===== src/hdl/glcw_pkg.sv =====
// Shared constants and types for the grid line cell walker.
// Used by the channel interfaces and by every module of the block; depends on nothing.
package glcw_pkg;

  localparam int unsigned COORD_BITS  = 16;
  localparam int unsigned MAX_SPAN    = 31;
  localparam int unsigned DIFF_BITS   = COORD_BITS + 1;
  localparam int unsigned SPAN_BITS   = $clog2(MAX_SPAN + 1);
  // error term lies within [-MAX_SPAN, 3*MAX_SPAN]
  localparam int unsigned ERR_BITS    = SPAN_BITS + 3;
  localparam int unsigned QUEUE_DEPTH = 2;
  localparam int unsigned QPTR_BITS   = $clog2(QUEUE_DEPTH);
  localparam int unsigned QCNT_BITS   = $clog2(QUEUE_DEPTH + 1);

  typedef enum logic [1:0] {
    KIND_SPAN = 2'd0,
    KIND_LINE = 2'd1,
    KIND_VERT = 2'd2
  } kind_e;

  typedef logic signed [COORD_BITS-1:0] coord_t;

  // One classified segment, as handed from the front to the walker.
  typedef struct packed {
    kind_e                kind;
    coord_t               x0;
    coord_t               y0;
    coord_t               stop;   // last column for a line, top y for a vertical run
    logic                 y_dec;  // line steps y downwards
    logic [SPAN_BITS-1:0] adx;
    logic [SPAN_BITS-1:0] ady;
  } cmd_t;

endpackage


===== src/hdl/glcw_in_if.sv =====
// Input channel: one segment (two endpoints) per beat, valid/ready handshake.
// Depends on glcw_pkg for the coordinate width.
interface glcw_in_if;
  logic                                   valid;
  logic                                   ready;
  logic signed [glcw_pkg::COORD_BITS-1:0] start_x;
  logic signed [glcw_pkg::COORD_BITS-1:0] start_y;
  logic signed [glcw_pkg::COORD_BITS-1:0] end_x;
  logic signed [glcw_pkg::COORD_BITS-1:0] end_y;

  modport source (output valid, start_x, start_y, end_x, end_y, input ready);
  modport sink   (input valid, start_x, start_y, end_x, end_y, output ready);
endinterface


===== src/hdl/glcw_out_if.sv =====
// Output channel: one traversed cell per beat, valid/ready handshake.
// Depends on glcw_pkg for the coordinate width.
interface glcw_out_if;
  logic                                   valid;
  logic                                   ready;
  logic signed [glcw_pkg::COORD_BITS-1:0] cell_x;
  logic signed [glcw_pkg::COORD_BITS-1:0] cell_y;
  logic                                   last;
  logic                                   span_error;

  modport source (output valid, cell_x, cell_y, last, span_error, input ready);
  modport sink   (input valid, cell_x, cell_y, last, span_error, output ready);
endinterface


===== src/hdl/glcw_front.sv =====
// Front end: takes segment beats, works out spans and walk direction, builds a command.
// Depends on glcw_pkg and glcw_in_if.
module glcw_front (
  glcw_in_if.sink          seg_i,
  input  logic             q_full_i,
  output logic             q_push_o,
  output glcw_pkg::cmd_t   q_cmd_o
);

  glcw_pkg::coord_t                     sx, sy, ex, ey;
  logic signed [glcw_pkg::DIFF_BITS-1:0] dx, dy;
  logic [glcw_pkg::DIFF_BITS-1:0]        adx, ady;
  logic                                  too_far;

  assign sx = seg_i.start_x;
  assign sy = seg_i.start_y;
  assign ex = seg_i.end_x;
  assign ey = seg_i.end_y;

  // differences at full precision, no wrap
  assign dx  = {ex[glcw_pkg::COORD_BITS-1], ex} - {sx[glcw_pkg::COORD_BITS-1], sx};
  assign dy  = {ey[glcw_pkg::COORD_BITS-1], ey} - {sy[glcw_pkg::COORD_BITS-1], sy};
  assign adx = dx[glcw_pkg::DIFF_BITS-1] ? glcw_pkg::DIFF_BITS'(-dx)
                                         : glcw_pkg::DIFF_BITS'(dx);
  assign ady = dy[glcw_pkg::DIFF_BITS-1] ? glcw_pkg::DIFF_BITS'(-dy)
                                         : glcw_pkg::DIFF_BITS'(dy);
  assign too_far = (adx > glcw_pkg::DIFF_BITS'(glcw_pkg::MAX_SPAN)) ||
                   (ady > glcw_pkg::DIFF_BITS'(glcw_pkg::MAX_SPAN));

  assign seg_i.ready = !q_full_i;
  assign q_push_o    = seg_i.valid && !q_full_i;

  always_comb begin
    q_cmd_o       = '0;
    q_cmd_o.adx   = adx[glcw_pkg::SPAN_BITS-1:0];
    q_cmd_o.ady   = ady[glcw_pkg::SPAN_BITS-1:0];
    q_cmd_o.y_dec = dx[glcw_pkg::DIFF_BITS-1] ^ dy[glcw_pkg::DIFF_BITS-1];
    if (too_far) begin
      q_cmd_o.kind = glcw_pkg::KIND_SPAN;
    end else if (dx != '0) begin
      q_cmd_o.kind = glcw_pkg::KIND_LINE;
      // walk from the endpoint with the smaller x
      if (sx < ex) begin
        q_cmd_o.x0   = sx;
        q_cmd_o.y0   = sy;
        q_cmd_o.stop = ex;
      end else begin
        q_cmd_o.x0   = ex;
        q_cmd_o.y0   = ey;
        q_cmd_o.stop = sx;
      end
    end else begin
      q_cmd_o.kind = glcw_pkg::KIND_VERT;
      q_cmd_o.x0   = ex;
      q_cmd_o.y0   = (sy < ey) ? sy : ey;
      q_cmd_o.stop = (sy < ey) ? ey : sy;
    end
  end

endmodule


===== src/hdl/glcw_queue.sv =====
// Short command queue between the front end and the walker.
// Depends on glcw_pkg for the command type and depth.
module glcw_queue (
  input  logic           clk_i,
  input  logic           rst_ni,
  input  logic           push_i,
  input  glcw_pkg::cmd_t push_cmd_i,
  output logic           full_o,
  input  logic           pop_i,
  output logic           empty_o,
  output glcw_pkg::cmd_t head_o
);

  glcw_pkg::cmd_t                  slot_q [glcw_pkg::QUEUE_DEPTH];
  logic [glcw_pkg::QPTR_BITS-1:0]  wr_ptr_q, wr_ptr_d, rd_ptr_q, rd_ptr_d;
  logic [glcw_pkg::QCNT_BITS-1:0]  count_q, count_d;
  logic                            do_push, do_pop;

  assign full_o  = (count_q == glcw_pkg::QCNT_BITS'(glcw_pkg::QUEUE_DEPTH));
  assign empty_o = (count_q == '0);
  assign head_o  = slot_q[rd_ptr_q];
  assign do_push = push_i && !full_o;
  assign do_pop  = pop_i && !empty_o;

  always_comb begin
    wr_ptr_d = wr_ptr_q;
    rd_ptr_d = rd_ptr_q;
    count_d  = count_q;
    if (do_push) begin
      wr_ptr_d = (wr_ptr_q == glcw_pkg::QPTR_BITS'(glcw_pkg::QUEUE_DEPTH - 1)) ? '0
                                                                              : wr_ptr_q + 1'b1;
    end
    if (do_pop) begin
      rd_ptr_d = (rd_ptr_q == glcw_pkg::QPTR_BITS'(glcw_pkg::QUEUE_DEPTH - 1)) ? '0
                                                                              : rd_ptr_q + 1'b1;
    end
    if (do_push && !do_pop) begin
      count_d = count_q + 1'b1;
    end else if (do_pop && !do_push) begin
      count_d = count_q - 1'b1;
    end
  end

  always_ff @(posedge clk_i or negedge rst_ni) begin
    if (!rst_ni) begin
      wr_ptr_q <= '0;
      rd_ptr_q <= '0;
      count_q  <= '0;
    end else begin
      wr_ptr_q <= wr_ptr_d;
      rd_ptr_q <= rd_ptr_d;
      count_q  <= count_d;
    end
  end

  always_ff @(posedge clk_i) begin
    if (do_push) begin
      slot_q[wr_ptr_q] <= push_cmd_i;
    end
  end

endmodule


===== src/hdl/glcw_back.sv =====
// Walker: takes commands from the queue and emits one cell beat per cycle while the sink keeps ready high.
// Depends on glcw_pkg and glcw_out_if.
module glcw_back (
  input  logic           clk_i,
  input  logic           rst_ni,
  input  logic           q_empty_i,
  input  glcw_pkg::cmd_t q_head_i,
  output logic           q_pop_o,
  glcw_out_if.source     cell_o
);

  localparam logic [2:0] ST_IDLE = 3'd0;
  localparam logic [2:0] ST_COL  = 3'd1;
  localparam logic [2:0] ST_STEP = 3'd2;
  localparam logic [2:0] ST_VERT = 3'd3;
  localparam logic [2:0] ST_SPAN = 3'd4;

  localparam int unsigned EB = glcw_pkg::ERR_BITS;

  logic [2:0]                    state_q, state_d;
  glcw_pkg::coord_t              x_q, x_d, y_q, y_d, stop_q;
  logic signed [EB-1:0]          err_q, err_d;
  logic                          y_dec_q;
  logic [glcw_pkg::SPAN_BITS-1:0] adx_q, ady_q;

  logic                          ovalid_q, ovalid_d;
  glcw_pkg::coord_t              ox_q, ox_d, oy_q, oy_d;
  logic                          olast_q, olast_d, oerr_q, oerr_d;

  logic                          slot_free, load;
  logic signed [EB-1:0]          adx_s, twice_adx, twice_ady, err_add, err_sub;
  glcw_pkg::coord_t              y_stepped;
  logic                          at_stop;

  assign slot_free = !ovalid_q || cell_o.ready;
  assign load      = (state_q == ST_IDLE) && !q_empty_i;
  assign q_pop_o   = load;

  assign adx_s     = signed'(EB'(adx_q));
  assign twice_adx = signed'(EB'({adx_q, 1'b0}));
  assign twice_ady = signed'(EB'({ady_q, 1'b0}));
  assign err_add   = err_q + twice_ady;
  assign err_sub   = err_q - twice_adx;
  assign y_stepped = y_dec_q ? y_q - 1'b1 : y_q + 1'b1;
  assign at_stop   = (x_q == stop_q);

  always_comb begin
    state_d  = state_q;
    x_d      = x_q;
    y_d      = y_q;
    err_d    = err_q;
    ovalid_d = ovalid_q && !cell_o.ready;
    ox_d     = ox_q;
    oy_d     = oy_q;
    olast_d  = olast_q;
    oerr_d   = oerr_q;
    unique case (state_q)
      ST_IDLE: begin
        if (load) begin
          x_d   = q_head_i.x0;
          y_d   = q_head_i.y0;
          err_d = '0;
          unique case (q_head_i.kind)
            glcw_pkg::KIND_LINE: state_d = ST_COL;
            glcw_pkg::KIND_VERT: state_d = ST_VERT;
            default:             state_d = ST_SPAN;
          endcase
        end
      end
      ST_COL: begin
        if (slot_free) begin
          ovalid_d = 1'b1;
          ox_d     = x_q;
          oy_d     = y_q;
          oerr_d   = 1'b0;
          olast_d  = 1'b0;
          err_d    = err_add;
          if (err_add >= adx_s) begin
            state_d = ST_STEP;
          end else if (at_stop) begin
            olast_d = 1'b1;
            state_d = ST_IDLE;
          end else begin
            x_d = x_q + 1'b1;
          end
        end
      end
      ST_STEP: begin
        if (slot_free) begin
          ovalid_d = 1'b1;
          ox_d     = x_q;
          oy_d     = y_stepped;
          oerr_d   = 1'b0;
          olast_d  = 1'b0;
          y_d      = y_stepped;
          err_d    = err_sub;
          if (err_sub >= adx_s) begin
            state_d = ST_STEP;
          end else if (at_stop) begin
            olast_d = 1'b1;
            state_d = ST_IDLE;
          end else begin
            x_d     = x_q + 1'b1;
            state_d = ST_COL;
          end
        end
      end
      ST_VERT: begin
        if (slot_free) begin
          ovalid_d = 1'b1;
          ox_d     = x_q;
          oy_d     = y_q;
          oerr_d   = 1'b0;
          olast_d  = (y_q == stop_q);
          if (y_q == stop_q) begin
            state_d = ST_IDLE;
          end else begin
            y_d = y_q + 1'b1;
          end
        end
      end
      ST_SPAN: begin
        if (slot_free) begin
          ovalid_d = 1'b1;
          ox_d     = '0;
          oy_d     = '0;
          oerr_d   = 1'b1;
          olast_d  = 1'b1;
          state_d  = ST_IDLE;
        end
      end
      default: state_d = ST_IDLE;
    endcase
  end

  always_ff @(posedge clk_i or negedge rst_ni) begin
    if (!rst_ni) begin
      state_q  <= ST_IDLE;
      ovalid_q <= 1'b0;
    end else begin
      state_q  <= state_d;
      ovalid_q <= ovalid_d;
    end
  end

  always_ff @(posedge clk_i) begin
    x_q     <= x_d;
    y_q     <= y_d;
    err_q   <= err_d;
    ox_q    <= ox_d;
    oy_q    <= oy_d;
    olast_q <= olast_d;
    oerr_q  <= oerr_d;
    if (load) begin
      stop_q  <= q_head_i.stop;
      y_dec_q <= q_head_i.y_dec;
      adx_q   <= q_head_i.adx;
      ady_q   <= q_head_i.ady;
    end
  end

  assign cell_o.valid      = ovalid_q;
  assign cell_o.cell_x     = ox_q;
  assign cell_o.cell_y     = oy_q;
  assign cell_o.last       = olast_q;
  assign cell_o.span_error = oerr_q;

endmodule


===== src/hdl/grid_line_cell_walk.sv =====
// Grid line cell walker: for each segment beat, emits the grid cells along it in walk order.
// The front end classifies a segment in the cycle it arrives and parks it in a two-entry
// queue, so new segments are taken while the walker is busy until the queue is full. The
// walker loads a segment from the queue in its idle state, then emits one cell beat per cycle
// through its output register, as long as the sink keeps ready high; a segment whose spans
// stay within MAX_SPAN gives at most 64 cells. A segment with too large a span gives a
// single flagged beat. The last beat of each segment carries last; the cell walk itself
// sets the throughput.
// Depends on glcw_pkg, glcw_in_if, glcw_out_if, glcw_front, glcw_queue and glcw_back.
module grid_line_cell_walk (
  input  logic        clk_i,
  input  logic        rst_ni,
  glcw_in_if.sink     seg_i,
  glcw_out_if.source  cell_o
);

  logic           q_push, q_full, q_pop, q_empty;
  glcw_pkg::cmd_t q_cmd, q_head;

  glcw_front u_front (
    .seg_i    (seg_i),
    .q_full_i (q_full),
    .q_push_o (q_push),
    .q_cmd_o  (q_cmd)
  );

  glcw_queue u_queue (
    .clk_i      (clk_i),
    .rst_ni     (rst_ni),
    .push_i     (q_push),
    .push_cmd_i (q_cmd),
    .full_o     (q_full),
    .pop_i      (q_pop),
    .empty_o    (q_empty),
    .head_o     (q_head)
  );

  glcw_back u_back (
    .clk_i     (clk_i),
    .rst_ni    (rst_ni),
    .q_empty_i (q_empty),
    .q_head_i  (q_head),
    .q_pop_o   (q_pop),
    .cell_o    (cell_o)
  );

endmodule


===== src/flat_wrapper.sv =====
// flat-port wrapper written by rule: the top's interface ports become plain ports
module grid_line_cell_walk_flat 
  (clk_i, rst_ni, seg_i_valid, seg_i_start_x, seg_i_start_y, seg_i_end_x, seg_i_end_y, seg_i_ready, cell_o_valid, cell_o_cell_x, cell_o_cell_y, cell_o_last, cell_o_span_error, cell_o_ready);
  glcw_in_if seg_i_i ();
  glcw_out_if cell_o_i ();
  input  logic clk_i;
  input  logic rst_ni;
  input wire logic [$bits(seg_i_i.valid)-1:0] seg_i_valid;
  input wire logic [$bits(seg_i_i.start_x)-1:0] seg_i_start_x;
  input wire logic [$bits(seg_i_i.start_y)-1:0] seg_i_start_y;
  input wire logic [$bits(seg_i_i.end_x)-1:0] seg_i_end_x;
  input wire logic [$bits(seg_i_i.end_y)-1:0] seg_i_end_y;
  output wire logic [$bits(seg_i_i.ready)-1:0] seg_i_ready;
  output wire logic [$bits(cell_o_i.valid)-1:0] cell_o_valid;
  output wire logic [$bits(cell_o_i.cell_x)-1:0] cell_o_cell_x;
  output wire logic [$bits(cell_o_i.cell_y)-1:0] cell_o_cell_y;
  output wire logic [$bits(cell_o_i.last)-1:0] cell_o_last;
  output wire logic [$bits(cell_o_i.span_error)-1:0] cell_o_span_error;
  input wire logic [$bits(cell_o_i.ready)-1:0] cell_o_ready;
  assign seg_i_i.valid = seg_i_valid;
  assign seg_i_i.start_x = seg_i_start_x;
  assign seg_i_i.start_y = seg_i_start_y;
  assign seg_i_i.end_x = seg_i_end_x;
  assign seg_i_i.end_y = seg_i_end_y;
  assign seg_i_ready = seg_i_i.ready;
  assign cell_o_valid = cell_o_i.valid;
  assign cell_o_cell_x = cell_o_i.cell_x;
  assign cell_o_cell_y = cell_o_i.cell_y;
  assign cell_o_last = cell_o_i.last;
  assign cell_o_span_error = cell_o_i.span_error;
  assign cell_o_i.ready = cell_o_ready;
  grid_line_cell_walk u_core (.clk_i(clk_i), .rst_ni(rst_ni), .seg_i(seg_i_i), .cell_o(cell_o_i));
endmodule

===== config.mk =====
export PLATFORM = sky130hd
export DESIGN_NAME = grid_line_cell_walk_flat
export DESIGN_NICKNAME = d
export VERILOG_FILES = /design/src/hdl/glcw_pkg.sv /design/src/hdl/glcw_in_if.sv /design/src/hdl/glcw_out_if.sv /design/src/hdl/glcw_front.sv /design/src/hdl/glcw_queue.sv /design/src/hdl/glcw_back.sv /design/src/hdl/grid_line_cell_walk.sv /design/src/flat_wrapper.sv
export SDC_FILE = /design/constraint.sdc
export NUM_CORES = 1
export LEC_CHECK = 0
export ABC_AREA = 1
export BUFFER_PORTS_ARGS = -buffer_cell sky130_fd_sc_hd__clkbuf_2
export CAP_MARGIN = 20
export CORE_ASPECT_RATIO = 0.9
export CORE_MARGIN = 5
export CORE_UTILIZATION = 60
export CTS_CLUSTER_DIAMETER = 120
export DETAILED_ROUTE_END_ITERATION = 16
export GPL_TIMING_DRIVEN = 0
export PLACE_DENSITY_LB_ADDON = 0.08
export REMOVE_ABC_BUFFERS = 1
export SLEW_MARGIN = 30
export SYNTH_ARGS = -nofsm -noshare
export SYNTH_HDL_FRONTEND = slang
export SYNTH_SLANG_ARGS = --single-unit
export TNS_END_PERCENT = 100

===== constraint.sdc =====
create_clock -name clk_i -period 4.9 [get_ports clk_i]
set_input_delay 0.49 -clock clk_i [delete_from_list [all_inputs] [get_ports clk_i]]
set_output_delay 0.49 -clock clk_i [all_outputs]
set_load 0.005 [all_outputs]

== Word level (Yosys, flattened, before mapping) ==
Memories as Yosys holds them, arrays and structs flattened.
Cells that the tools add are included.

* $lt $le $gt $ge: 6
* Mux-type cells: 60
* Div/mod/pow operators: 0
* Bitwise gates (word level): 1
* Reductions and logical operators: 34
* Multipliers: 0
* Eq/ne operators: 21
* $add $sub $neg: 13
* Shift operators: 0

{| class="wikitable"
|+ Operators by type and width
! kind !! count
|-
| 16-bit 2-to-1 mux || 16
|-
| 16-bit one-hot mux with 3 select lines || 3
|-
| 48-bit 2-to-1 mux || 2
|-
| 50-bit 2-to-1 mux || 1
|-
| 17-bit by 5-bit > comparator with 1-bit output (second input constant) || 2
|-
| 17-bit 2-to-1 mux || 2
|-
| 17-bit negator || 2
|-
| 16-bit by 16-bit subtractor with 17-bit output || 2
|-
| 16-bit by 1-bit adder with 16-bit output (second input constant) || 2
|-
| 16-bit == test || 2
|-
| 16-bit < comparator || 2
|-
| 16-bit one-hot mux with 2 select lines || 1
|-
| 3-bit 2-to-1 mux || 8
|-
| 8-bit 2-to-1 mux || 3
|-
| 8-bit one-hot mux with 3 select lines || 1
|-
| 17-bit nonzero test || 1
|-
| 8-bit by 6-bit >= comparator with 1-bit output || 2
|-
| 2-bit != test (second input constant) || 8
|-
| 16-bit by 1-bit subtractor with 16-bit output (second input constant) || 1
|-
| 1-bit 2-to-1 mux || 15
|-
| 3-bit one-hot mux with 5 select lines || 1
|-
| 5-bit AND reduction || 2
|-
| 3-bit nonzero test || 3
|-
| 8-bit by 7-bit adder with 8-bit output || 1
|-
| 30 further kinds || 52
|}

* ROM bits: 0
* Bits in writable memories: 122
* Bits in latches: 0
* Output and inout port bits: 36
* Bits in registers: 109
* Memories kept: 1
* Input bits: 68
* Logic and storage cells: 152

{| class="wikitable"
|+ Memory list
! name !! depth !! width !! read ports !! clocked after Yosys merged registers in !! wr ports !! line !! text
|-
| u_core.u_queue.slot_q || 2 || 61 || 1 || 0 || 1 || glcw_queue.sv:14 || <nowiki>glcw_pkg::cmd_t slot_q [glcw_pkg::QUEUE_DEPTH];</nowiki>
|}

== Depth between registers and ports, before layout ==
Gate-level depths: netlist of the first run.

* Depth after elaboration: 8
* Mapped depth: 26
* Depth with buffers taken out: 25

== Hierarchy ==
A second synthesis of the first run with hierarchy kept.

* Cell total of the unflattened synthesis: 2174
* Area, all modules: 16186.8 µm²

{| class="wikitable"
|+ By module, submodules not included
! module !! times used !! cells each !! seq. area each (µm²) !! area an instance (µm²)
|-
| glcw_back || 1 || 758 || 3103.0 || 6413.7
|-
| glcw_front || 1 || 1066 || 0.0 || 5098.6
|-
| glcw_queue || 1 || 350 || 3763.6 || 4674.5
|}

== Least setup slack after synthesis of the first run ==
No wires, ideal clock.

* Path kind: register -> register
* Start: register u_core.u_queue.count_q[0] (netlist name)
* End: memory u_core.u_queue.slot_q[1][0] (netlist name) (enable)
* Required time: 4.419 ns
* Buffers on the path: 0
* Stages on the path, launching flop included: 5
* Slack: 1.231 ns
* Arrival time: 3.187 ns
* Library setup time: 0.481 ns
* Clock period less this slack: 3.669 ns
* Cells stage by stage: dfrtp_1 > inv_1 > nand2_1 > nand2_1 > nor2_1

* Longest elaborated chain between the ends: 6

{| class="wikitable"
|+ Ends and longest elaborated chain
! what !! line !! text
|-
| start, declared || glcw_queue.sv:16 || <nowiki>logic [glcw_pkg::QCNT_BITS-1:0] count_q, count_d;</nowiki>
|-
| start signal, assigned || glcw_queue.sv:52 || <nowiki>count_q <= count_d;</nowiki>
|-
| 2-bit == test * || glcw_queue.sv:19 || <nowiki>assign full_o = (count_q == glcw_pkg::QCNT_BITS'(glcw_pkg::QUEUE_DEPTH));</nowiki>
|-
| 1-bit zero test * || -- ||
|-
| net seg_i_ready || flat_wrapper.sv:13 || <nowiki>output wire logic [$bits(seg_i_i.ready)-1:0] seg_i_ready;</nowiki>
|-
| 1-bit logical AND || glcw_front.sv:31 || <nowiki>assign q_push_o = seg_i.valid && !q_full_i;</nowiki>
|-
| 1-bit logical AND * || glcw_queue.sv:22 || <nowiki>assign do_push = push_i && !full_o;</nowiki>
|-
| 1-bit 2-to-1 mux * || glcw_queue.sv:57 || <nowiki>if (do_push) begin</nowiki>
|-
| 1-bit 2-to-1 mux (implied by the code) * || glcw_queue.sv:58 || <nowiki>slot_q[wr_ptr_q] <= push_cmd_i;</nowiki>
|-
| end, declared || glcw_queue.sv:14 ||
|}

The timed path passes the listed nets; every way through them passes the cells marked *.

== Final worst setup path of the first run ==
* Start: register u_core.u_back.state_q[0]
* End: register u_core.u_back.x_q[4] (enable)

* Longest elaborated chain between the ends: 4
* Elaborated cells between the ends (all ways): 11
* Classes of those cells: eq/ne: 7; reduce/logical: 4

{| class="wikitable"
|+ Ends and longest elaborated chain
! what !! line !! text
|-
| start, declared || glcw_back.sv:20 || <nowiki>logic [2:0] state_q, state_d;</nowiki>
|-
| start signal, assigned || glcw_back.sv:141 || <nowiki>state_q <= state_d;</nowiki>
|-
| 3-bit zero test || glcw_back.sv:36, glcw_back.sv:57 ||
|-
| 1-bit logical AND || glcw_back.sv:36 || <nowiki>assign load = (state_q == ST_IDLE) && !q_empty_i;</nowiki>
|-
| 2-bit by 1-bit != test with 1-bit output (no source line) || -- ||
|-
| 6-bit AND reduction (no source line) * || -- ||
|-
| end signal, assigned || glcw_back.sv:147 || <nowiki>x_q <= x_d;</nowiki>
|-
| end, declared || glcw_back.sv:21 || <nowiki>glcw_pkg::coord_t x_q, x_d, y_q, y_d, stop_q;</nowiki>
|}

Mark *: on every way between the ends. The rest lies on a longest branch, timed or not.
A chain may end at the register's enable or synchronous reset.

==> impl_metrics.prom, run 1 <==
# TYPE chip_impl_metric gauge
chip_impl_metric{name="timing_hold_violations_final",unit=""} 0
chip_impl_metric{name="syn-mean-instance-area",unit="µm²"} 7.85
chip_impl_metric{name="achievable-frequency",unit="MHz"} 226
chip_impl_info{name="synthTopCellsByCount",value="nand2_1, inv_1, edfxtp_1"} 1
chip_impl_metric{name="nFillCells",unit=""} 2158
chip_impl_metric{name="timing.critical_path.slowest_cell_delay",unit="ps"} 730
chip_impl_metric{name="grt_max_degree",unit=""} 82
chip_impl_metric{name="ctsLongestPathBuffers",unit=""} 3
chip_impl_info{name="critical_path.cell_chain",value="inv_1 > nor2_1 > inv_1 > nor2_1 > inv_1 > nand2_1 > clkinvlp_4 > a21oi_2 > o21ai_0 > nor2_2"} 1
chip_impl_metric{name="worst_setup_hold_path_clk_slew",unit="ps"} 60
chip_impl_metric{name="place_ws",unit="ps"} 24.4
chip_impl_info{name="critPathLaunchType",value="flip-flop"} 1
chip_impl_metric{name="drtIter0Drc",unit=""} 958
chip_impl_metric{name="p_leak",unit="nW"} 7.95
chip_impl_metric{name="largest_fanout_on_the_critical_path",unit=""} 26
chip_impl_info{name="critPathSlowestCell",value="nor2_2"} 1
chip_impl_metric{name="cp_data_required_time",unit="ps"} 5030
chip_impl_metric{name="synth_cell_type_count",unit=""} 57
chip_impl_metric{name="cts_inserted_buffers",unit=""} 23
chip_impl_metric{name="clk_latency",unit="ps"} 510
chip_impl_metric{name="number_of_flops_mapped_to_enable_cells_by_yosys",unit=""} 222
chip_impl_info{name="setup.worst_path.class",value="reg -> reg"} 1
chip_impl_metric{name="seq_area_frac_synth",unit="%"} 44.2
chip_impl_info{name="synth_top_cells_by_area",value="edfxtp_1, nand2_1, inv_1, nand3_1, ha_1"} 1
chip_impl_metric{name="p_total",unit="mW"} 9.85
chip_impl_info{name="tritoncts_clock_tree",value="yes"} 1
chip_impl_metric{name="synth_top_cell_area_share",unit="%"} 42.9
chip_impl_metric{name="finalCriticalPeriod",unit="ps"} 4430
chip_impl_metric{name="finalSetupViolations",unit=""} 0
chip_impl_metric{name="hold_slack",unit="ps"} 188
chip_impl_metric{name="post_route_setup_tns",unit="ps"} 0
chip_impl_metric{name="port_buffers",unit=""} 103
chip_impl_metric{name="final_layout_size_suffix_gt1_share",unit="%"} 10.4
chip_impl_metric{name="flow.area_growth_from_synthesis",unit="%"} 10.5
chip_impl_metric{name="detail-route-antenna-nets",unit=""} 0
chip_impl_metric{name="drv_cap",unit=""} 0
chip_impl_metric{name="final.setup.worst_slack",unit="ps"} 466
chip_impl_metric{name="fp.dieH",unit="µm"} 163
chip_impl_metric{name="cts_max_level",unit=""} 1
chip_impl_metric{name="ios",unit=""} 104
chip_impl_metric{name="cts.sink_count",unit=""} 230
chip_impl_info{name="post-synth-top-area-cell",value="edfxtp_1"} 1
chip_impl_metric{name="routed_wire_length_per_instance",unit="µm"} 16.4
chip_impl_metric{name="timing.max_slew.rel_slack",unit="%"} 40.7
chip_impl_metric{name="rd_place_congestion",unit=""} 0.924
chip_impl_info{name="end_kind",value="flip-flop"} 1
chip_impl_info{name="cpMostUsedCell",value="inv_1"} 1
chip_impl_metric{name="route.vias.total",unit=""} 13400
chip_impl_metric{name="detailed_router_iteration_count_before_antenna_repair",unit=""} 6
chip_impl_metric{name="drt_drc_violations_left",unit=""} 0
chip_impl_metric{name="core",unit="µm²"} 25300
chip_impl_metric{name="tightestPinTransition",unit="ps"} 889
chip_impl_metric{name="dp_hpwl",unit="µm"} 30700
chip_impl_metric{name="global_route_wire_length_before_repair",unit="µm"} 63700
chip_impl_metric{name="crit_buf_inv",unit=""} 4
chip_impl_metric{name="synth_async_sr_flop_share",unit="%"} 3.48
chip_impl_metric{name="ys_ff_latch",unit=""} 230
chip_impl_metric{name="die_area",unit="µm²"} 29200
chip_impl_metric{name="clock-skew-final",unit="ps"} 7.64
chip_impl_metric{name="grt_overflow",unit=""} 0
chip_impl_info{name="status",value="complete, no violations"} 1
chip_impl_info{name="synth_most_common_cell",value="nand2_1"} 1
chip_impl_metric{name="grt_pass1_vias",unit=""} 12400
chip_impl_metric{name="antenna_found_initial",unit=""} 0
chip_impl_metric{name="final_min_period_over_clock_period",unit="%"} 90.5
chip_impl_metric{name="antenna_cells_inserted",unit=""} 0
chip_impl_metric{name="p_per_area",unit="nW/µm²"} 573
chip_impl_metric{name="final-max-slew-violation-count",unit=""} 0
chip_impl_metric{name="initial_utilization",unit="%"} 61.4
chip_impl_metric{name="detail_route.wirelength",unit="µm"} 39700
chip_impl_metric{name="postSynthCellCount",unit=""} 1981
chip_impl_metric{name="net_count_final",unit=""} 2185
chip_impl_info{name="crit_family",value="simple AND/OR/NAND/NOR gates"} 1
chip_impl_metric{name="grt_usage",unit="%"} 26.8
chip_impl_metric{name="fp-row-count",unit=""} 55
chip_impl_info{name="grt_setup_unrepaired",value="no"} 1
chip_impl_metric{name="layout.core_utilization",unit="%"} 67.8
chip_impl_metric{name="die_w",unit="µm"} 180
chip_impl_info{name="most_used_flip_flop_cell_after_synthesis",value="edfxtp_1"} 1
chip_impl_metric{name="arrival_time_reported_for_the_critical_path_endpoint",unit="ps"} 4560
chip_impl_metric{name="vias_per_cell",unit=""} 5.55
chip_impl_info{name="worst_hold_path_type",value="in -> reg"} 1
chip_impl_metric{name="worst_ir_drop_vdd",unit="mV"} 0.282
chip_impl_info{name="cts-root-buf",value="clkbuf_16"} 1
chip_impl_metric{name="yosysWarnings",unit=""} 0
chip_impl_metric{name="synth_area",unit="µm²"} 15600
## layout make-up
type                    instances  area [µm²]  area share [%]
inverters                     255         966            5.62
flip-flops and latches        230        6870            40.0
clock buffers                  31         636            3.70
well taps                     342         428            2.49
repair buffers                114         773            4.50
clock inverters                11        85.1           0.495
multi-input cells            1431        7420            43.2
## registers in the layout (all words and copies together) (netlist names), 7 cells and up
signal and flops:
u_core.u_back.cell_o.cell_x 16, u_core.u_back.cell_o.cell_y 16, u_core.u_back.err_q 7, u_core.u_back.stop_q 16, u_core.u_back.x_q 16, u_core.u_back.y_q 16, u_core.u_queue.slot_q 122
## placed cells by master, fill, tap and decap left out, types with 3 or more instances in the layout
master and n:
nand3_2 4, edfxtp_1 222, nor2_2 9, nand4_1 19, buf_16 7, nand3b_1 3
a21oi_1 52, nor3_1 13, clkinv_2 3, o22ai_1 16, inv_1 243, nand2_2 16
clkbuf_1 5, o21ai_0 102, or2_2 10, o32ai_1 5, o211ai_1 13, nand2_1 587
o221ai_1 8, nor2_4 5, nor4_1 8, clkbuf_16 23, clkbuf_2 103, o21a_1 17
clkbuf_8 3, nor2_1 186, xnor2_1 20, dfrtp_1 7, ha_1 58, clkinv_1 5
fa_1 4, a31oi_1 17, xor2_1 57, nand3_1 169, inv_2 8
## repair_timing
item                                    CTS  global route
resized for setup                         1             1
hold buffers                              1             0
buffers inserted                          0             0
hold endpoints to repair                  8             0
endpoints found under the setup margin   16            16
## stage by stage
step / cell area (µm²) / cells
after floorplan: 15200 / 1916
after global placement: 16100 / 2361
after detailed placement: 16400 / 2370
after CTS: 17100 / 2413
after global routing: 17200 / 2414
final: 17200 / 2414
## power breakdown
group / total (mW) / switching (mW) / internal, mW / leakage, nW
clock: 1.66 / 0.692 / 0.964 / 0.352
combinational: 4.37 / 2.85 / 1.52 / 5.36
sequential: 3.82 / 0.524 / 3.30 / 2.24
total: 9.85 / 4.06 / 5.78 / 7.95
## metal layers
metal / routed length (µm) / vias up / global-route usage [%] / part of all wire, %
met5: 0 / - / 0 / 0
met4: 1200 / 0 / 8.14 / 3.0
met3: 2760 / 69 / 2.97 / 6.9
met2: 18200 / 465 / 44.4 / 46
met1: 17500 / 6152 / 37.5 / 44
li1: - / 6701 / - / -
## cells by family after synthesis
| group | count (synthesis) | share of synthesized area [%] |
|---|---|---|
| buffers and inverters | 320 | 8.45 |
| AOI/OAI and AO/OA | 247 | 9.28 |
| DFF | 230 | 44.2 |
| and+or+nand+nor | 1044 | 28.5 |
| muxes | 1 | 0.0644 |
| adders and majority gates | 62 | 5.18 |
| xor gates and xnor gates | 77 | 4.34 |
## final timing paths
path / from / to / slack (ps) / depth (start not counted)
max: u_core.u_back.state_q[0]$_DFFE_PN0P_ / u_core.u_back.x_q[4]$_DFFE_PP_ / 470 / 10
min: cell_o_ready / u_core.u_back.cell_o.valid$_DFF_PN0_ / 190 / 2
max reg2reg: u_core.u_back.state_q[0]$_DFFE_PN0P_ / u_core.u_back.x_q[4]$_DFFE_PP_ / 470 / 10
min reg2reg: u_core.u_queue.slot_q[0][7]$_DFFE_PP_ / u_core.u_back.adx_q[2]$_DFFE_PP_ / 510 / 2
max in group asynchronous: rst_ni / u_core.u_queue.rd_ptr_q$_DFFE_PN0P_ / 4340 / 2
min in group asynchronous: rst_ni / u_core.u_queue.rd_ptr_q$_DFFE_PN0P_ / 360 / 2
Note: power is estimated with default switching activity, not from simulation.
==> run 2: changes to the inputs <==
--- a/config.mk
+++ b/config.mk
@@ -19,5 +19,6 @@
 export SLEW_MARGIN = 30
 export SYNTH_ARGS = -nofsm -noshare
 export SYNTH_HDL_FRONTEND = slang
+export SYNTH_HIERARCHICAL = 1
 export SYNTH_SLANG_ARGS = --single-unit
 export TNS_END_PERCENT = 100
==> impl_metrics.prom, run 2 <==
# TYPE chip_impl_metric gauge
chip_impl_info{name="status",value="complete, no violations"} 1
chip_impl_metric{name="p_per_area",unit="nW/µm²"} 589
chip_impl_metric{name="cts.sink_count",unit=""} 230
chip_impl_metric{name="ys_ff_latch",unit=""} 230
chip_impl_metric{name="worst_setup_hold_path_clk_slew",unit="ps"} 60
chip_impl_metric{name="vias_per_cell",unit=""} 5.55
chip_impl_metric{name="achievable-frequency",unit="MHz"} 238
chip_impl_metric{name="largest_fanout_on_the_critical_path",unit=""} 31
chip_impl_metric{name="p_leak",unit="nW"} 8.42
chip_impl_metric{name="global_route_wire_length_before_repair",unit="µm"} 67500
chip_impl_info{name="end_kind",value="flip-flop"} 1
chip_impl_info{name="synthTopCellsByCount",value="nand2_1, inv_1, edfxtp_1"} 1
chip_impl_metric{name="cts_inserted_buffers",unit=""} 23
chip_impl_metric{name="post-place-cells",unit=""} 2575
chip_impl_metric{name="detailed_router_iteration_count_before_antenna_repair",unit=""} 5
chip_impl_metric{name="yosysWarnings",unit=""} 6
chip_impl_metric{name="grt_pass1_vias",unit=""} 13100
chip_impl_metric{name="route.vias.total",unit=""} 14500
chip_impl_metric{name="synth_top_cell_area_share",unit="%"} 41.2
chip_impl_info{name="cts-root-buf",value="clkbuf_16"} 1
chip_impl_info{name="most_used_flip_flop_cell_after_synthesis",value="edfxtp_1"} 1
chip_impl_metric{name="port_buffers",unit=""} 103
chip_impl_metric{name="initial_utilization",unit="%"} 60.4
chip_impl_metric{name="worst_r2r_path_depth",unit=""} 6
chip_impl_metric{name="drt_drc_violations_left",unit=""} 0
chip_impl_metric{name="syn-mean-instance-area",unit="µm²"} 7.45
chip_impl_metric{name="finalCriticalPeriod",unit="ps"} 4200
chip_impl_metric{name="core",unit="µm²"} 26800
chip_impl_metric{name="drtIter0Drc",unit=""} 1451
chip_impl_metric{name="timing_hold_violations_final",unit=""} 0
chip_impl_metric{name="clk_latency",unit="ps"} 510
chip_impl_info{name="grt_setup_unrepaired",value="no"} 1
chip_impl_metric{name="placed_cell_area",unit="µm²"} 17100
chip_impl_metric{name="net_count_final",unit=""} 2377
chip_impl_info{name="synth_most_common_cell",value="nand2_1"} 1
chip_impl_metric{name="finalInstanceArea",unit="µm²"} 17800
chip_impl_metric{name="ctsLongestPathBuffers",unit=""} 3
chip_impl_metric{name="worst_ir_drop_vdd",unit="mV"} 0.271
chip_impl_metric{name="synth_cell_type_count",unit=""} 49
chip_impl_metric{name="largest_register_ffs",unit=""} 122
chip_impl_metric{name="detail-route-antenna-nets",unit=""} 0
chip_impl_metric{name="final_layout_size_suffix_gt1_share",unit="%"} 10.1
chip_impl_metric{name="grt_overflow",unit=""} 0
chip_impl_metric{name="flow.area_growth_from_synthesis",unit="%"} 10.3
chip_impl_info{name="layout_common_cells",value="nand2_1, inv_1, edfxtp_1"} 1
chip_impl_metric{name="post_route_setup_tns",unit="ps"} 0
chip_impl_metric{name="antenna_cells_inserted",unit=""} 0
chip_impl_metric{name="finalSetupViolations",unit=""} 0
chip_impl_metric{name="detail_route.wirelength",unit="µm"} 42600
chip_impl_metric{name="grt_usage",unit="%"} 27.1
chip_impl_metric{name="arrival_time_reported_for_the_critical_path_endpoint",unit="ps"} 4520
chip_impl_metric{name="antenna_found_initial",unit=""} 0
chip_impl_info{name="setup.worst_path.class",value="in -> reg"} 1
chip_impl_metric{name="drv_cap",unit=""} 0
chip_impl_metric{name="fp-row-count",unit=""} 57
chip_impl_metric{name="rd_place_congestion",unit=""} 0.940
chip_impl_metric{name="die_area",unit="µm²"} 30400
chip_impl_metric{name="cts_max_level",unit=""} 1
chip_impl_metric{name="dp_hpwl",unit="µm"} 32400
chip_impl_metric{name="instances_no_fill",unit=""} 2617
chip_impl_metric{name="hold_slack",unit="ps"} 355
chip_impl_info{name="worst_hold_path_type",value="in -> reg"} 1
chip_impl_metric{name="timing.max_slew.rel_slack",unit="%"} 37.2
chip_impl_metric{name="grt_max_degree",unit=""} 64
chip_impl_metric{name="synth_area",unit="µm²"} 16200
chip_impl_info{name="synth_top_cells_by_area",value="edfxtp_1, nand2_1, inv_1, nand3_1, ha_1"} 1
chip_impl_info{name="top_register",value="u_core/u_queue/slot_q"} 1
chip_impl_info{name="critPathLaunchType",value="input port"} 1
chip_impl_info{name="post-synth-top-area-cell",value="edfxtp_1"} 1
chip_impl_metric{name="routed_wire_length_per_instance",unit="µm"} 16.3
chip_impl_metric{name="nFillCells",unit=""} 2350
chip_impl_metric{name="die_w",unit="µm"} 183
chip_impl_metric{name="postSynthCellCount",unit=""} 2174
chip_impl_metric{name="ios",unit=""} 104
chip_impl_metric{name="fp.dieH",unit="µm"} 166
chip_impl_metric{name="final-max-slew-violation-count",unit=""} 0
chip_impl_info{name="tritoncts_clock_tree",value="yes"} 1
chip_impl_metric{name="number_of_flops_mapped_to_enable_cells_by_yosys",unit=""} 222
chip_impl_info{name="final_common_cell",value="nand2_1"} 1
chip_impl_metric{name="tightestPinTransition",unit="ps"} 943
chip_impl_metric{name="layout.core_utilization",unit="%"} 66.6
chip_impl_metric{name="post_cts_resize_count",unit=""} 0
chip_impl_metric{name="synth_async_sr_flop_share",unit="%"} 3.48
chip_impl_metric{name="clock-skew-final",unit="ps"} 13.2
chip_impl_metric{name="seq_area_frac_synth",unit="%"} 42.4
chip_impl_metric{name="final_min_period_over_clock_period",unit="%"} 85.7
chip_impl_metric{name="cell_depth_of_the_worst_min_delay_path",unit=""} 4
chip_impl_metric{name="cp_data_required_time",unit="ps"} 5220
==> run 2: repair_timing <==
item	4_1_cts	5_1_grt
endpoints found under the hold margin	8	0
hold buffers	1	0
setup buffers	0	0
==> run 2: layout make-up <==
| class | count | area (µm²) | area share [%] |
|---|---|---|---|
| Multi-Input combinational cell | 1606 | 7950 | 44.5 |
| Clock buffer | 27 | 611 | 3.42 |
| Tap cell | 354 | 443 | 2.48 |
| Sequential cell | 230 | 6870 | 38.5 |
| Inverter | 265 | 1000 | 5.60 |
| Timing Repair Buffer | 121 | 821 | 4.60 |
| Clock inverter | 14 | 155 | 0.869 |
==> run 2: cells by family (layout without fill, tap and decap cells) <==
kind of cell    Yosys count  after routing  share of synthesized area, %
fa+ha+maj                62             62                          4.98
simple gates           1280           1280                          33.8
buf+inv                 338            427                          8.74
compound gates          208            208                          7.03
flops                   230            230                          42.4
xor+xnor                 56             56                          3.03
==> run 2: path summary, 6_finish.rpt <==
kind / start / to / slack (ps)
hold / removal: cell_o_ready / u_core/u_back/state_q[2]$_DFFE_PN0P_ / 350
setup / recovery: seg_i_end_x[0] / u_core/u_queue/slot_q[1][54]$_DFFE_PP_ / 700
max in group asynchronous: rst_ni / u_core/u_queue/rd_ptr_q$_DFFE_PN0P_ / 4290
setup reg to reg: u_core/u_back/state_q[2]$_DFFE_PN0P_ / u_core/u_back/x_q[9]$_DFFE_PP_ / 1140
hold reg to reg: u_core/u_queue/wr_ptr_q$_DFFE_PN0P_ / u_core/u_queue/wr_ptr_q$_DFFE_PN0P_ / 490
min in group asynchronous: rst_ni / u_core/u_queue/rd_ptr_q$_DFFE_PN0P_ / 380
==> run 2: through the flow <==
stage | setup slack [ps] | total power, mW
global placement | -1040 | 8.46
global route | 366 | 11.3
detailed placement | 252 | 8.68
finish | 698 | 10.5
floorplan | 404 | 7.08
CTS | 753 | 10.5
==> run 2: layer usage <==
layer	vias up	routed length, µm	global-route usage (%)
met4	0	1490	8.81
li1	7288	-	-
met1	6594	19300	40.1
met3	79	2700	2.32
met5	-	0	0
met2	551	19100	42.3
==> run 2: worst max-delay path: stages <==
cell and delay (ps):
clkbuf_2 110, inv_1 50, ha_1 200, fa_1 390
inv_1 150, nand2_1 140, nand2_2 140, nand3_2 110
nand2_2 100, nand2_1 70, nand2_1 70, nand2_1 50
nand2_2 390, inv_1 210, o21bai_1 210, nand2_1 60
nand2_1 50, nor2_1 80, nand2_1 80, nor2_4 410
buf_16 240, buf_8 180, nand2_2 220, nor2_1 270
==> run 2: power breakdown <==
group / internal [mW] / switching (mW)
logic: 1.63 / 3.21
clock network: 1.05 / 0.724
registers: 3.32 / 0.586
total: 6.00 / 4.52
==> run 3: changes to the inputs <==
--- a/config.mk
+++ b/config.mk
@@ -14,7 +14,7 @@
 export CTS_CLUSTER_DIAMETER = 120
 export DETAILED_ROUTE_END_ITERATION = 16
 export GPL_TIMING_DRIVEN = 0
-export PLACE_DENSITY_LB_ADDON = 0.08
+export PLACE_DENSITY = 0.88
 export REMOVE_ABC_BUFFERS = 1
 export SLEW_MARGIN = 30
 export SYNTH_ARGS = -nofsm -noshare
==> impl_metrics.prom, run 3 (same netlist as run 2, synthesis figures left out) <==
# TYPE chip_impl_metric gauge
chip_impl_info{name="layout_common_cells",value="nand2_1, inv_1, edfxtp_1"} 1
chip_impl_metric{name="antenna_cells_inserted",unit=""} 0
chip_impl_metric{name="finalCriticalPeriod",unit="ps"} 4100
chip_impl_info{name="timing.critical_path.from",value="seg_i_end_x[0]"} 1
chip_impl_info{name="end_kind",value="flip-flop"} 1
chip_impl_metric{name="seq_power_share",unit="%"} 37.2
chip_impl_metric{name="rd_place_congestion",unit=""} 1.01
chip_impl_metric{name="timing.max_slew.rel_slack",unit="%"} 31.6
chip_impl_metric{name="dp_hpwl",unit="µm"} 33200
chip_impl_metric{name="p_per_area",unit="nW/µm²"} 592
chip_impl_metric{name="worst_ir_drop_vdd",unit="mV"} 0.314
chip_impl_info{name="status",value="complete, no violations"} 1
chip_impl_metric{name="netSwitchingFraction",unit="%"} 43.8
chip_impl_metric{name="tightestPinTransition",unit="ps"} 1020
chip_impl_metric{name="worst_setup_hold_path_clk_slew",unit="ps"} 60
chip_impl_info{name="final_common_cell",value="nand2_1"} 1
chip_impl_metric{name="cts.sink_count",unit=""} 230
chip_impl_metric{name="finalInstanceArea",unit="µm²"} 17800
chip_impl_metric{name="cts_max_level",unit=""} 1
chip_impl_metric{name="timing_hold_violations_final",unit=""} 0
chip_impl_metric{name="grt_pass1_vias",unit=""} 14200
chip_impl_metric{name="die_area",unit="µm²"} 30400
chip_impl_metric{name="final_layout_size_suffix_gt1_share",unit="%"} 9.95
chip_impl_metric{name="routed_wire_length_per_instance",unit="µm"} 16.9
chip_impl_metric{name="p_leak",unit="nW"} 8.39
chip_impl_metric{name="grt_overflow",unit=""} 0
chip_impl_metric{name="fp-row-count",unit=""} 57
chip_impl_metric{name="cts_inserted_buffers",unit=""} 23
chip_impl_info{name="critPathLaunchType",value="input port"} 1
chip_impl_info{name="worst_r2r_startpoint",value="u_core/u_back/state_q[2]$_DFFE_PN0P_"} 1
chip_impl_metric{name="drtIter0Drc",unit=""} 1785
chip_impl_metric{name="grt_usage",unit="%"} 28.1
chip_impl_metric{name="grt_max_degree",unit=""} 64
chip_impl_metric{name="achievable-frequency",unit="MHz"} 244
chip_impl_metric{name="power.share.combinational",unit="%"} 46.5
chip_impl_metric{name="global_route_wire_length_before_repair",unit="µm"} 70300
chip_impl_metric{name="layout.core_utilization",unit="%"} 66.3
chip_impl_metric{name="place_ws",unit="ps"} 358
chip_impl_metric{name="die_w",unit="µm"} 183
chip_impl_metric{name="p_switching",unit="mW"} 4.62
chip_impl_metric{name="fp.dieH",unit="µm"} 166
chip_impl_metric{name="vias_per_cell",unit=""} 5.85
chip_impl_metric{name="buffers_inserted_during_post_cts_setup_optimization",unit=""} 0
chip_impl_metric{name="antenna_found_initial",unit=""} 0
chip_impl_metric{name="hold_slack",unit="ps"} 327
chip_impl_metric{name="finalSetupViolations",unit=""} 0
chip_impl_info{name="cts-root-buf",value="clkbuf_16"} 1
chip_impl_metric{name="core",unit="µm²"} 26800
chip_impl_metric{name="intPower",unit="mW"} 5.91
chip_impl_metric{name="clk_latency",unit="ps"} 510
chip_impl_metric{name="arrival_time_reported_for_the_critical_path_endpoint",unit="ps"} 4420
chip_impl_metric{name="drt_drc_violations_left",unit=""} 0
chip_impl_metric{name="final_min_period_over_clock_period",unit="%"} 83.7
chip_impl_info{name="grt_setup_unrepaired",value="no"} 1
chip_impl_metric{name="drv_cap",unit=""} 0
chip_impl_metric{name="flow.area_growth_from_synthesis",unit="%"} 9.91
chip_impl_info{name="top_register",value="u_core/u_queue/slot_q"} 1
chip_impl_info{name="setup.worst_path.class",value="in -> reg"} 1
chip_impl_metric{name="final.setup.worst_slack",unit="ps"} 797
chip_impl_metric{name="largest_register_ffs",unit=""} 122
chip_impl_metric{name="initial_utilization",unit="%"} 60.4
chip_impl_info{name="tritoncts_clock_tree",value="yes"} 1
chip_impl_metric{name="p_total",unit="mW"} 10.5
chip_impl_metric{name="placed_cell_area",unit="µm²"} 17100
chip_impl_metric{name="ios",unit=""} 104
chip_impl_info{name="worst_hold_path_type",value="in -> reg"} 1
chip_impl_metric{name="port_buffers",unit=""} 103
chip_impl_metric{name="largest_fanout_on_the_critical_path",unit=""} 33
chip_impl_metric{name="detail_route.wirelength",unit="µm"} 44300
chip_impl_metric{name="final-max-slew-violation-count",unit=""} 0
chip_impl_metric{name="detailed_router_iteration_count_before_antenna_repair",unit=""} 6
chip_impl_metric{name="power.share.clock",unit="%"} 16.3
chip_impl_metric{name="clock-skew-final",unit="ps"} 17.3
chip_impl_metric{name="route.vias.total",unit=""} 15300
chip_impl_metric{name="cp_data_required_time",unit="ps"} 5210
chip_impl_metric{name="detail-route-antenna-nets",unit=""} 0
chip_impl_metric{name="net_count_final",unit=""} 2377
chip_impl_info{name="min-delay-start",value="cell_o_ready"} 1
chip_impl_metric{name="ctsLongestPathBuffers",unit=""} 3
## run 3: cell types whose count changed in the layout (fill, tap and decap cells not counted), sizes merged
cell | previous run | this run
inv | 265 | 266
bufinv | 3 | 2
clkinvlp | 2 | 1
## run 3: worst paths after layout
check | to | slack, ps | depth (start not counted)
setup / recovery | u_core/u_queue/slot_q[1][49]$_DFFE_PP_ | 800 | 23
hold / removal | u_core/u_back/state_q[2]$_DFFE_PN0P_ | 330 | 4
setup reg to reg | u_core/u_back/x_q[12]$_DFFE_PP_ | 1100 | 6
hold reg to reg | u_core/u_back/adx_q[2]$_DFFE_PP_ | 510 | 2
max in group asynchronous | u_core/u_queue/rd_ptr_q$_DFFE_PN0P_ | 4300 | 2
min in group asynchronous | u_core/u_queue/rd_ptr_q$_DFFE_PN0P_ | 370 | 2
## run 3: repair_timing
item                                   in CTS  in global routing
endpoints found under the hold margin       8                  0
hold buffers                                1                  0
gates resized for setup                     0                  0
## run 3: layout make-up
type | count | area (µm²)
Tap cell | 354 | 443
Sequential cell | 230 | 6870
Multi-Input combinational cell | 1606 | 7950
Clock inverter | 13 | 131
Fill cell | 2257 | 9020
Inverter | 265 | 1000
Timing Repair Buffer | 121 | 810
Clock buffer | 27 | 591
## run 3: power groups by stage
stage                     logic, mW  clock network [mW]  registers, mW
after floorplan                3.27                   0           3.81
after global placement         4.39                   0           4.00
after detailed placement       4.78                   0           3.93
after CTS                      4.83                1.73           3.90
after global routing           5.47                1.81           3.98
final                          4.90                1.72           3.91
## run 3: worst max-delay path, stage by stage
cell	delay [ps]
clkbuf_2	120
inv_1	60
ha_1	230
fa_1	400
inv_1	110
nand2_1	120
nand2_2	130
nand3_2	110
nand2_2	110
nand2_1	80
nand2_1	70
nand2_1	60
nand2_2	400
inv_1	210
o21bai_1	200
nand2_1	60
nand2_1	50
nor2_1	90
nand2_1	90
nor2_4	380
buf_16	240
nand2_2	260
nor2_1	310
## run 3: metrics by stage
step,setup TNS (ps),cells
floorplan,0,2101
global placement,-80850,2558
detailed placement,0,2575
CTS,0,2616
global route,0,2616
finish,0,2616
## run 3: layer usage
metal,vias to the layer above,global-route usage [%],share of wire [%]
li1,7289,-,-
met1,6987,39.1,41
met2,882,45.3,46
met3,136,2.87,9.0
met4,0,11.5,4.3
met5,-,0,0
